## src/rtl/core/wlg_pkg.sv

```systemverilog
// ----------------------------------------------------------------------------
// Watchdog relay package
// Types and constants shared by the watchdog relay modules.
// ----------------------------------------------------------------------------
package wlg_pkg;

    typedef enum logic [1:0] {
        OP_TICK = 2'd0,
        OP_FEED = 2'd1,
        OP_LINK = 2'd2,
        OP_STOP = 2'd3
    } op_t;

    localparam int REG_IDX_BITS = 2;
    localparam int CFG_DATA_BITS = 16;

    localparam logic [REG_IDX_BITS-1:0] REG_FEED_TIMEOUT = 2'd0;
    localparam logic [REG_IDX_BITS-1:0] REG_SUPPLY_SECS = 2'd1;
    localparam logic [REG_IDX_BITS-1:0] REG_DETECT_SECS = 2'd2;
    localparam logic [REG_IDX_BITS-1:0] REG_LOOP_PERIOD = 2'd3;

    localparam logic [15:0] FEED_TIMEOUT_RST = 16'd150;
    localparam logic [7:0] SUPPLY_SECS_RST = 8'd60;
    localparam logic [7:0] DETECT_SECS_RST = 8'd30;
    localparam logic [9:0] LOOP_PERIOD_RST = 10'd100;

    // A window of (255 + 255) seconds in milliseconds fits in 19 bits.
    localparam int WIN_BITS = 19;
    localparam logic [WIN_BITS-1:0] MS_PER_SEC = 19'd1000;

    typedef struct packed {
        logic [15:0] feed_timeout_ms;
        logic [7:0] supply_secs;
        logic [7:0] detect_secs;
        logic [9:0] loop_period_ms;
    } cfg_t;

    typedef struct packed {
        logic feed_out;
        logic feed_missed;
        logic coms_lost;
        logic supplying;
    } result_t;

endpackage

```

## src/rtl/core/wlg_cfg.sv

```systemverilog
// ----------------------------------------------------------------------------
// Watchdog relay configuration registers
// Holds the four setup registers and decodes the plain write port.
// ----------------------------------------------------------------------------
module wlg_cfg (
    input  logic                                clk,
    input  logic                                rst_n,
    input  logic                                cfg_we,
    input  logic [wlg_pkg::REG_IDX_BITS-1:0]    cfg_index,
    input  logic [wlg_pkg::CFG_DATA_BITS-1:0]   cfg_wdata,
    output wlg_pkg::cfg_t                       cfg
);

    wlg_pkg::cfg_t cfg_reg;
    wlg_pkg::cfg_t cfg_next;

    always_comb
    begin
        cfg_next = cfg_reg;
        if (cfg_we)
        begin
            case (cfg_index)
                wlg_pkg::REG_FEED_TIMEOUT: cfg_next.feed_timeout_ms = cfg_wdata[15:0];
                wlg_pkg::REG_SUPPLY_SECS:  cfg_next.supply_secs = cfg_wdata[7:0];
                wlg_pkg::REG_DETECT_SECS:  cfg_next.detect_secs = cfg_wdata[7:0];
                wlg_pkg::REG_LOOP_PERIOD:  cfg_next.loop_period_ms = cfg_wdata[9:0];
                default:                   cfg_next = cfg_reg;
            endcase
        end
    end

    always_ff @(posedge clk or negedge rst_n)
    begin
        if (!rst_n)
        begin
            cfg_reg.feed_timeout_ms <= wlg_pkg::FEED_TIMEOUT_RST;
            cfg_reg.supply_secs <= wlg_pkg::SUPPLY_SECS_RST;
            cfg_reg.detect_secs <= wlg_pkg::DETECT_SECS_RST;
            cfg_reg.loop_period_ms <= wlg_pkg::LOOP_PERIOD_RST;
        end
        else
        begin
            cfg_reg <= cfg_next;
        end
    end

    assign cfg = cfg_reg;

endmodule

```

## src/rtl/core/wlg_core.sv

```systemverilog
// ----------------------------------------------------------------------------
// Watchdog relay state and evaluation
// Keeps the saturating ages, loop counter and flags, and computes the result
// of one request from the current state in a single pass.
// ----------------------------------------------------------------------------
module wlg_core #(
    parameter int AGE_BITS = 20
) (
    input  logic                clk,
    input  logic                rst_n,
    input  logic                step,
    input  logic [1:0]          op,
    input  logic                link_ok,
    input  logic                stop_value,
    input  wlg_pkg::cfg_t       cfg,
    output wlg_pkg::result_t    res
);

    localparam int CMP_BITS = (AGE_BITS > wlg_pkg::WIN_BITS) ? AGE_BITS : wlg_pkg::WIN_BITS;

    logic [AGE_BITS-1:0] feed_age_reg;
    logic [AGE_BITS-1:0] feed_age_next;
    logic [AGE_BITS-1:0] loss_age_reg;
    logic [AGE_BITS-1:0] loss_age_next;
    logic [9:0] loop_count_reg;
    logic [9:0] loop_count_next;
    logic fed_once_reg;
    logic fed_once_next;
    logic stop_active_reg;
    logic stop_active_next;
    logic link_lost_reg;
    logic link_lost_next;
    logic supply_armed_reg;
    logic supply_armed_next;
    logic missed_flag_reg;
    logic missed_flag_next;

    logic [AGE_BITS-1:0] feed_inc;
    logic [AGE_BITS-1:0] loss_inc;
    logic [9:0] loop_inc;
    logic [8:0] secs_sum;
    logic [wlg_pkg::WIN_BITS-1:0] window_ms;
    logic [wlg_pkg::WIN_BITS-1:0] detect_ms;
    logic in_window;
    logic recent_feed;
    logic arm;
    logic feed;
    wlg_pkg::op_t op_code;

    assign op_code = wlg_pkg::op_t'(op);

    assign feed_inc = (&feed_age_reg) ? feed_age_reg : feed_age_reg + 1'b1;
    assign loss_inc = (&loss_age_reg) ? loss_age_reg : loss_age_reg + 1'b1;
    assign loop_inc = loop_count_reg + 10'd1;

    assign secs_sum = {1'b0, cfg.supply_secs} + {1'b0, cfg.detect_secs};
    assign window_ms = wlg_pkg::WIN_BITS'(secs_sum) * wlg_pkg::MS_PER_SEC;
    assign detect_ms = wlg_pkg::WIN_BITS'(cfg.detect_secs) * wlg_pkg::MS_PER_SEC;

    assign in_window = CMP_BITS'(loss_inc) < CMP_BITS'(window_ms);
    assign recent_feed = CMP_BITS'(feed_inc) <= CMP_BITS'(detect_ms);
    assign arm = supply_armed_reg || recent_feed;

    always_comb
    begin
        feed_age_next = feed_age_reg;
        loss_age_next = loss_age_reg;
        loop_count_next = loop_count_reg;
        fed_once_next = fed_once_reg;
        stop_active_next = stop_active_reg;
        link_lost_next = link_lost_reg;
        supply_armed_next = supply_armed_reg;
        missed_flag_next = missed_flag_reg;
        feed = 1'b0;
        case (op_code)
            wlg_pkg::OP_TICK:
            begin
                feed_age_next = feed_inc;
                loss_age_next = loss_inc;
                loop_count_next = loop_inc;
                if (loop_inc >= cfg.loop_period_ms)
                begin
                    loop_count_next = '0;
                    missed_flag_next = fed_once_reg &&
                        (CMP_BITS'(feed_inc) > CMP_BITS'(cfg.feed_timeout_ms));
                    if (link_lost_reg && in_window && !stop_active_reg)
                    begin
                        supply_armed_next = arm;
                        feed = arm;
                    end
                    if (!link_lost_reg)
                    begin
                        supply_armed_next = 1'b0;
                    end
                end
            end
            wlg_pkg::OP_FEED:
            begin
                if (!stop_active_reg)
                begin
                    fed_once_next = 1'b1;
                    feed_age_next = '0;
                    feed = 1'b1;
                end
            end
            wlg_pkg::OP_LINK:
            begin
                if (!fed_once_reg || link_ok)
                begin
                    link_lost_next = 1'b0;
                end
                else if (!link_lost_reg)
                begin
                    link_lost_next = 1'b1;
                    loss_age_next = '0;
                end
            end
            wlg_pkg::OP_STOP:
            begin
                stop_active_next = stop_value;
            end
            default:
            begin
                feed = 1'b0;
            end
        endcase
    end

    always_ff @(posedge clk or negedge rst_n)
    begin
        if (!rst_n)
        begin
            feed_age_reg <= '1;
            loss_age_reg <= '1;
            loop_count_reg <= '0;
            fed_once_reg <= 1'b0;
            stop_active_reg <= 1'b0;
            link_lost_reg <= 1'b0;
            supply_armed_reg <= 1'b0;
            missed_flag_reg <= 1'b0;
        end
        else if (step)
        begin
            feed_age_reg <= feed_age_next;
            loss_age_reg <= loss_age_next;
            loop_count_reg <= loop_count_next;
            fed_once_reg <= fed_once_next;
            stop_active_reg <= stop_active_next;
            link_lost_reg <= link_lost_next;
            supply_armed_reg <= supply_armed_next;
            missed_flag_reg <= missed_flag_next;
        end
    end

    assign res.feed_out = feed;
    assign res.feed_missed = missed_flag_next;
    assign res.coms_lost = link_lost_next;
    assign res.supplying = supply_armed_next;

endmodule

```

## src/rtl/core/watchdog_relay_with_loss_grace.sv

```systemverilog
// ----------------------------------------------------------------------------
// Watchdog relay with loss grace
// Top level: request register, state update and result register.
// ----------------------------------------------------------------------------
// The relay takes one request per clock cycle while the result side does not
// stall and returns exactly one result for each. A request is first held in
// an input register; once the output register is free or being taken, the
// state is updated and the result is written to the output register. Under
// back-pressure on the result side the output register holds its result and
// the input register can still be filled only while it is empty.
// Configuration registers are written through a plain write port and must be
// changed only while no request is in flight.
module watchdog_relay_with_loss_grace #(
    parameter int AGE_BITS = 20
) (
    input  logic                                clk,
    input  logic                                rst_n,
    input  logic                                in_valid,
    output logic                                in_ready,
    input  logic [1:0]                          op,
    input  logic                                link_ok,
    input  logic                                stop_value,
    output logic                                out_valid,
    input  logic                                out_ready,
    output logic                                feed_out,
    output logic                                feed_missed,
    output logic                                coms_lost,
    output logic                                supplying,
    input  logic                                cfg_we,
    input  logic [wlg_pkg::REG_IDX_BITS-1:0]    cfg_index,
    input  logic [wlg_pkg::CFG_DATA_BITS-1:0]   cfg_wdata
);

    logic s1_valid_reg;
    logic s1_valid_next;
    logic [1:0] op_reg;
    logic link_ok_reg;
    logic stop_value_reg;
    logic out_valid_reg;
    logic out_valid_next;
    wlg_pkg::result_t res_reg;
    wlg_pkg::result_t res_comb;
    wlg_pkg::cfg_t cfg;
    logic in_fire;
    logic advance;

    assign advance = s1_valid_reg && (!out_valid_reg || out_ready);
    assign in_ready = !s1_valid_reg || advance;
    assign in_fire = in_valid && in_ready;

    always_comb
    begin
        s1_valid_next = s1_valid_reg;
        if (in_fire)
        begin
            s1_valid_next = 1'b1;
        end
        else if (advance)
        begin
            s1_valid_next = 1'b0;
        end
        out_valid_next = out_valid_reg;
        if (advance)
        begin
            out_valid_next = 1'b1;
        end
        else if (out_ready)
        begin
            out_valid_next = 1'b0;
        end
    end

    always_ff @(posedge clk or negedge rst_n)
    begin
        if (!rst_n)
        begin
            s1_valid_reg <= 1'b0;
            out_valid_reg <= 1'b0;
        end
        else
        begin
            s1_valid_reg <= s1_valid_next;
            out_valid_reg <= out_valid_next;
        end
    end

    always_ff @(posedge clk)
    begin
        if (in_fire)
        begin
            op_reg <= op;
            link_ok_reg <= link_ok;
            stop_value_reg <= stop_value;
        end
        if (advance)
        begin
            res_reg <= res_comb;
        end
    end

    wlg_cfg u_cfg (
        .clk        (clk),
        .rst_n      (rst_n),
        .cfg_we     (cfg_we),
        .cfg_index  (cfg_index),
        .cfg_wdata  (cfg_wdata),
        .cfg        (cfg)
    );

    wlg_core #(
        .AGE_BITS   (AGE_BITS)
    ) u_core (
        .clk        (clk),
        .rst_n      (rst_n),
        .step       (advance),
        .op         (op_reg),
        .link_ok    (link_ok_reg),
        .stop_value (stop_value_reg),
        .cfg        (cfg),
        .res        (res_comb)
    );

    assign out_valid = out_valid_reg;
    assign feed_out = res_reg.feed_out;
    assign feed_missed = res_reg.feed_missed;
    assign coms_lost = res_reg.coms_lost;
    assign supplying = res_reg.supplying;

endmodule

```

## config.mk

```make
export PLATFORM = sky130hd
export DESIGN_NAME = watchdog_relay_with_loss_grace
export DESIGN_NICKNAME = d
export VERILOG_FILES = /design/src/rtl/core/wlg_pkg.sv /design/src/rtl/core/wlg_cfg.sv /design/src/rtl/core/wlg_core.sv /design/src/rtl/core/watchdog_relay_with_loss_grace.sv
export SDC_FILE = /design/constraint.sdc
export NUM_CORES = 1
export LEC_CHECK = 0
export BUFFER_PORTS_ARGS = -buffer_cell sky130_fd_sc_hd__clkbuf_2
export CORE_ASPECT_RATIO = 0.6
export CORE_MARGIN = 2
export CORE_UTILIZATION = 45
export CTS_CLUSTER_SIZE = 24
export DETAILED_ROUTE_END_ITERATION = 10
export PLACE_DENSITY = 0.66
export SYNTH_ARGS = -nofsm -noshare
export SYNTH_HDL_FRONTEND = slang
export SYNTH_HIERARCHICAL = 1
export SYNTH_SLANG_ARGS = --single-unit
```

## constraint.sdc

```tcl
create_clock -name clk -period 11.1 [get_ports clk]
set_input_delay 1.11 -clock clk [delete_from_list [all_inputs] [get_ports clk]]
set_output_delay 1.11 -clock clk [all_outputs]
set_load 0.01 [all_outputs]
```

==> impl_metrics.env, run 1 <==
export IMPL_start_util_pct=46.2
export IMPL_crit_type="reg -> reg"
export IMPL_synth_nets=1215
export IMPL_rows=41
export IMPL_cts_clk_slew_worst_paths_ns=0.08
export IMPL_grt_busiest_layer="met1"
export IMPL_cts_sinks=107
export IMPL_synth_area_sq_mm=0.00976
export IMPL_synth_cell_types=70
export IMPL_startpoint_type="flop"
export IMPL_grt_pass1_wl_microns=36600
export IMPL_synth_most_common_cell="ha_1"
export IMPL_worstSetupEndpointType="flop"
export IMPL_overflow=0
export IMPL_cts_tree="yes"
export IMPL_yosys_area_top_type_share_pct=18.1
export IMPL_r2r_start="u_cfg/cfg[10]$_DFFE_PN0P_"
export IMPL_grt_max_degree=77
export IMPL_skew_ns=0.0125
export IMPL_diodes=0
export IMPL_htree_num_levels=3
export IMPL_min_period_ns=7.44
export IMPL_r2r_end="supplying$_DFFE_PP_"
export IMPL_grt_pass1_vias=6920
export IMPL_max_clock_path_buffers=2
export IMPL_firstDrtPassIters=5
export IMPL_drc=0
export IMPL_vias=7312
export IMPL_io_buffer_count=32
export IMPL_hold_viol=0
export IMPL_core_area_sq_mm=0.0211
export IMPL_largest_reg_flops=42
export IMPL_status="complete, no violations"
export IMPL_grtUsageMet1_pct=33.3
export IMPL_r2r_setup_slack_ns=3.66
export IMPL_synth_ff_type="dfstp_2"
export IMPL_numCtsBuffers=9
export IMPL_synth_cells=1004
export IMPL_use_met3_pct=5.47
export IMPL_gr_usage_met2_pct=24.8
export IMPL_worstRegToRegCells=26
export IMPL_worstPathRequired_ns=11.20
export IMPL_fill_cells=1959
export IMPL_wire_per_inst_microns=16.9
export IMPL_slew_headroom_pct=35.2
export IMPL_pin_count=33
export IMPL_nets=1233
export IMPL_ctsResizeCount=0
export IMPL_max_freq_ghz=0.134
export IMPL_cts_root_buf="clkbuf_16"
export IMPL_max_cap_violations=0
export IMPL_tightest_slew_ns=0.971
export IMPL_syn_avg_cell_area_sq_um=9.72
export IMPL_crit_slowest_cell="fa_1"
export IMPL_crit_path_end="supplying$_DFFE_PP_"
export IMPL_rsz0062_at_grt="no"
export IMPL_antenna_found_initial=0
export IMPL_cp_slowest_stage_delay_ns=0.54
export IMPL_grt_usage_pct=20.0
export IMPL_ys_warn_count=6
export IMPL_synth_top_cell_by_area="ha_1"
export IMPL_final_max_slew_violation_count=0
export IMPL_min_period_over_period_pct=67.0
export IMPL_die_area_sq_mm=0.0229
export IMPL_async_flop_share_pct=92.5
export IMPL_synth_commonest_cells="ha_1 (141), inv_1 (94), nand2_1 (81)"
export IMPL_setup_viol=0
export IMPL_die_y_microns=118
export IMPL_postRouteAntennaNets=0
export IMPL_yosys_register_bits=107
export IMPL_yosysSeqAreaShare_pct=28.6
export IMPL_clock_latency_ns=0.37
export IMPL_min_path_type="reg -> reg"
export IMPL_die_w_microns=194
export IMPL_crit_start="u_cfg/cfg[10]$_DFFE_PN0P_"
export IMPL_cp_max_fo=7
export IMPL_wl_microns=22000
export IMPL_drive_gt1_share_pct=16.0
export IMPL_worstPathArrival_ns=7.54
export IMPL_drtIter0Drc=656
export IMPL_synth_edf_count=8
export IMPL_area_growth_pct=7.59
export IMPL_tns_ns=0
export IMPL_dp_hpwl_microns=17300
export IMPL_post_drt_via_cell_ratio=5.60
export IMPL_post_cts_repair_setup_buffers=0
export IMPL_yosys_top_cells_area="ha_1 (18%), dfstp_2 (15%), dfrtp_1 (11%)"
export IMPL_ctsHoldBuffers=0
export IMPL_gp_congestion=0.858
==> kinds of logic after synthesis <==
group / after synthesis / share of synthesized area (%)
buf+inv: 121 / 4.95
flops: 107 / 28.6
mux: 46 / 5.28
simple gates: 265 / 14.1
fa+ha+maj: 184 / 26.9
xor+xnor: 71 / 6.37
compound gates: 210 / 13.8
==> worst min path at each step <==
stage / from / to / slack [ns] / depth (start not counted)
finish: stop_value_reg$_DFFE_PP_ / u_core/stop_active_reg$_DFFE_PN0P_ / 0.50 / 1
global route: u_core/missed_flag_reg$_DFFE_PN0P_ / u_core/missed_flag_reg$_DFFE_PN0P_ / 0.51 / 1
CTS: u_core/missed_flag_reg$_DFFE_PN0P_ / u_core/missed_flag_reg$_DFFE_PN0P_ / 0.50 / 1
detailed placement: stop_value_reg$_DFFE_PP_ / u_core/stop_active_reg$_DFFE_PN0P_ / 0.47 / 1
global placement: u_core/missed_flag_reg$_DFFE_PN0P_ / u_core/missed_flag_reg$_DFFE_PN0P_ / 0.47 / 1
floorplan: stop_value_reg$_DFFE_PP_ / u_core/stop_active_reg$_DFFE_PN0P_ / 0.46 / 1
==> worst max-delay path: cells and delay by family, from the launching register on <==
kind                       cells  cell delay, ns
buffers and inverters          2            0.26
adders and majority gates      8            3.21
and+or+nand+nor                6            1.25
xor gates and xnor gates       2            0.61
DFF                            1            0.48
AOI/OAI and AO/OA              8            1.39
==> through the flow <==
stage	setup slack [ns]	instances	instance area [sq um]	hold slack, ns	utilization, %
final	3.66	1306	10500	0.502	49.7
after global routing	3.21	1306	10500	0.509	49.7
after CTS	3.67	1306	10500	0.498	49.7
after detailed placement	3.69	1290	10200	0.473	48.1
after global placement	3.87	1290	10200	0.471	48.1
after floorplan	4.28	1004	9760	0.455	-
==> routing by layer <==
layer  part of all wire, %  up-vias
met5                     0        -
met4                  0.69        0
met3                   7.1       14
met2                    36      192
met1                    56     3498
li1                      -     3608
==> layout make-up <==
cell class	instances	area (sq um)	area share (%)
tap	279	349	3.33
multi-input combinational	776	6490	61.9
inverter	94	353	3.36
timing repair buffer	34	178	1.69
clock inverter	7	111	1.06
clock buffer	9	225	2.15
sequential	107	2790	26.5
==> cell usage in the layout (no fill, tap or decap), types with 10 or more instances in the layout <==
cell      Yosys  layout
nand3_1      32      32
nand2b_1     16      16
and3_1       10      10
ha_1        141     141
a22o_1       14      14
mux2_2       44      44
fa_1         43      43
nor3_1       14      14
dfrtp_1      44      44
xor2_1       30      30
nor2_1       50      49
o31ai_1      10      10
dfstp_2      55      55
nand4_1      17      17
a21o_1       16      16
nand2_1      81      81
clkbuf_2      0      31
inv_1        94      94
a211oi_1     10      10
xnor2_1      41      41
a21oi_1      46      46
o21ai_0      62      62
a31oi_1      14      14
Power of run 1 is not shown: default switching activity piles up to over one toggle a cycle in this logic, so the estimate is an artifact.
==> inputs of run 2 (changes only) <==
Clock period 11.1 ns to 7.2 ns, I/O delays scaled along.
==> impl_metrics.env, run 2 (synthesis gave the netlist of run 1 again) <==
export IMPL_status="complete, no violations"
export IMPL_core_area_sq_mm=0.0211
export IMPL_firstDrtPassIters=5
export IMPL_cp_max_fo=6
export IMPL_cp_slowest_stage_delay_ns=0.56
export IMPL_max_clock_path_buffers=2
export IMPL_wl_microns=22100
export IMPL_startpoint_type="flop"
export IMPL_final_max_slew_violation_count=0
export IMPL_worstPathRequired_ns=7.30
export IMPL_dp_hpwl_microns=17500
export IMPL_die_area_sq_mm=0.0229
export IMPL_wire_per_inst_microns=16.8
export IMPL_drc=0
export IMPL_min_path_type="in -> async"
export IMPL_dpl_cell_area_sq_mm=0.0102
export IMPL_drtIter0Drc=573
export IMPL_multi_input_area_sq_mm=0.00654
export IMPL_hold_viol=0
export IMPL_numCtsBuffers=9
export IMPL_largest_reg_flops=42
export IMPL_slew_headroom_pct=34.7
export IMPL_pin_count=33
export IMPL_vias=7321
export IMPL_grt_pass1_wl_microns=36800
export IMPL_postRouteAntennaNets=0
export IMPL_setup_viol=0
export IMPL_rows=41
export IMPL_cts_root_buf="clkbuf_16"
export IMPL_max_freq_ghz=0.146
export IMPL_whs_ns=0.226
export IMPL_min_period_over_period_pct=95.1
export IMPL_antenna_found_initial=0
export IMPL_tightest_slew_ns=0.979
export IMPL_cts_sinks=107
export IMPL_skew_ns=0.0107
export IMPL_min_period_ns=6.85
export IMPL_start_util_pct=46.2
export IMPL_timing_final_ws_setup_ns=0.353
export IMPL_tns_ns=0
export IMPL_ff_latch_area_sq_mm=0.00279
export IMPL_io_buffer_count=32
export IMPL_die_y_microns=118
export IMPL_layout_cells_most_common="ha_1"
export IMPL_crit_slowest_cell="fa_1"
export IMPL_htree_num_levels=3
export IMPL_drive_gt1_share_pct=17.8
export IMPL_finalInstanceArea_sq_mm=0.0106
export IMPL_cts_tree="yes"
export IMPL_grt_usage_pct=20.0
export IMPL_die_w_microns=194
export IMPL_gp_congestion=0.863
export IMPL_fill_cells=1943
export IMPL_grt_pass1_vias=7024
export IMPL_area_growth_pct=8.99
export IMPL_max_cap_violations=0
export IMPL_nets=1245
export IMPL_worstSetupEndpointType="flop"
export IMPL_cts_clk_slew_worst_paths_ns=0.08
export IMPL_diodes=0
export IMPL_grt_max_degree=78
export IMPL_crit_type="reg -> reg"
export IMPL_post_drt_via_cell_ratio=5.55
export IMPL_clock_latency_ns=0.37
export IMPL_overflow=0
export IMPL_worstPathArrival_ns=6.95
export IMPL_dp_slack_ns=0.106
export IMPL_final_cell_mix="ha_1 (141), inv_1 (93), nand2_1 (81), o21ai_0 (61), dfstp_2 (55)"
## run 2: cell types whose count changed in the layout (fill, tap and decap cells not counted), sizes merged
cell,before,now
buf,3,15
## run 2: what timing repair did
action,in CTS,in global routing
setup endpoints to repair,0,3
hold buffers,0,0
gates resized for setup,0,11
buffers inserted,0,1
## run 2: worst paths after layout
| path | startpoint | to | slack [ns] | depth (start not counted) |
|---|---|---|---|---|
| max in group asynchronous | rst_n | u_cfg/cfg[31]$_DFFE_PN0P_ | 5.69 | 2 |
| setup reg to reg | u_cfg/cfg[10]$_DFFE_PN0P_ | supplying$_DFFE_PP_ | 0.35 | 28 |
| hold / removal | rst_n | s1_valid_reg$_DFFE_PN0P_ | 0.23 | 1 |
| min in group clk | u_core/missed_flag_reg$_DFFE_PN0P_ | u_core/missed_flag_reg$_DFFE_PN0P_ | 0.49 | 1 |
| setup / recovery | u_cfg/cfg[10]$_DFFE_PN0P_ | supplying$_DFFE_PP_ | 0.35 | 28 |
| hold reg to reg | u_core/missed_flag_reg$_DFFE_PN0P_ | u_core/missed_flag_reg$_DFFE_PN0P_ | 0.49 | 1 |
## run 2: final cells by class
class / count / area share [%]
Tap cell: 279 / 3.28
Timing Repair Buffer: 46 / 2.52
Inverter: 94 / 3.32
Multi-Input combinational cell: 776 / 61.5
Sequential cell: 107 / 26.2
Clock buffer: 9 / 2.12
Clock inverter: 7 / 1.05
## run 2: worst max-delay path, delay by kind of cell (launching register included)
kind / cells / cell delay [ns]
AO/OA/AOI/OAI: 8 / 1.21
XOR/XNOR: 2 / 0.33
adder cells (fa/ha/maj): 8 / 3.15
buffers and inverters: 3 / 0.27
flip-flops: 1 / 0.38
AND/OR/NAND/NOR: 7 / 1.25
## run 2: layer usage
layer  track usage [%]  wire length [microns]
met1              33.3                  12300
met2              25.8                   8200
met3              4.41                   1450
met4              3.31                    148
met5                 0                      0
## run 2: metrics by stage
step	util [%]	instances
after global placement	48.5	1301
after detailed placement	48.5	1301
after floorplan	-	1004
after global routing	50.3	1318
after CTS	50.1	1317
final	50.3	1318
Power of run 2 is left out for the same reason.
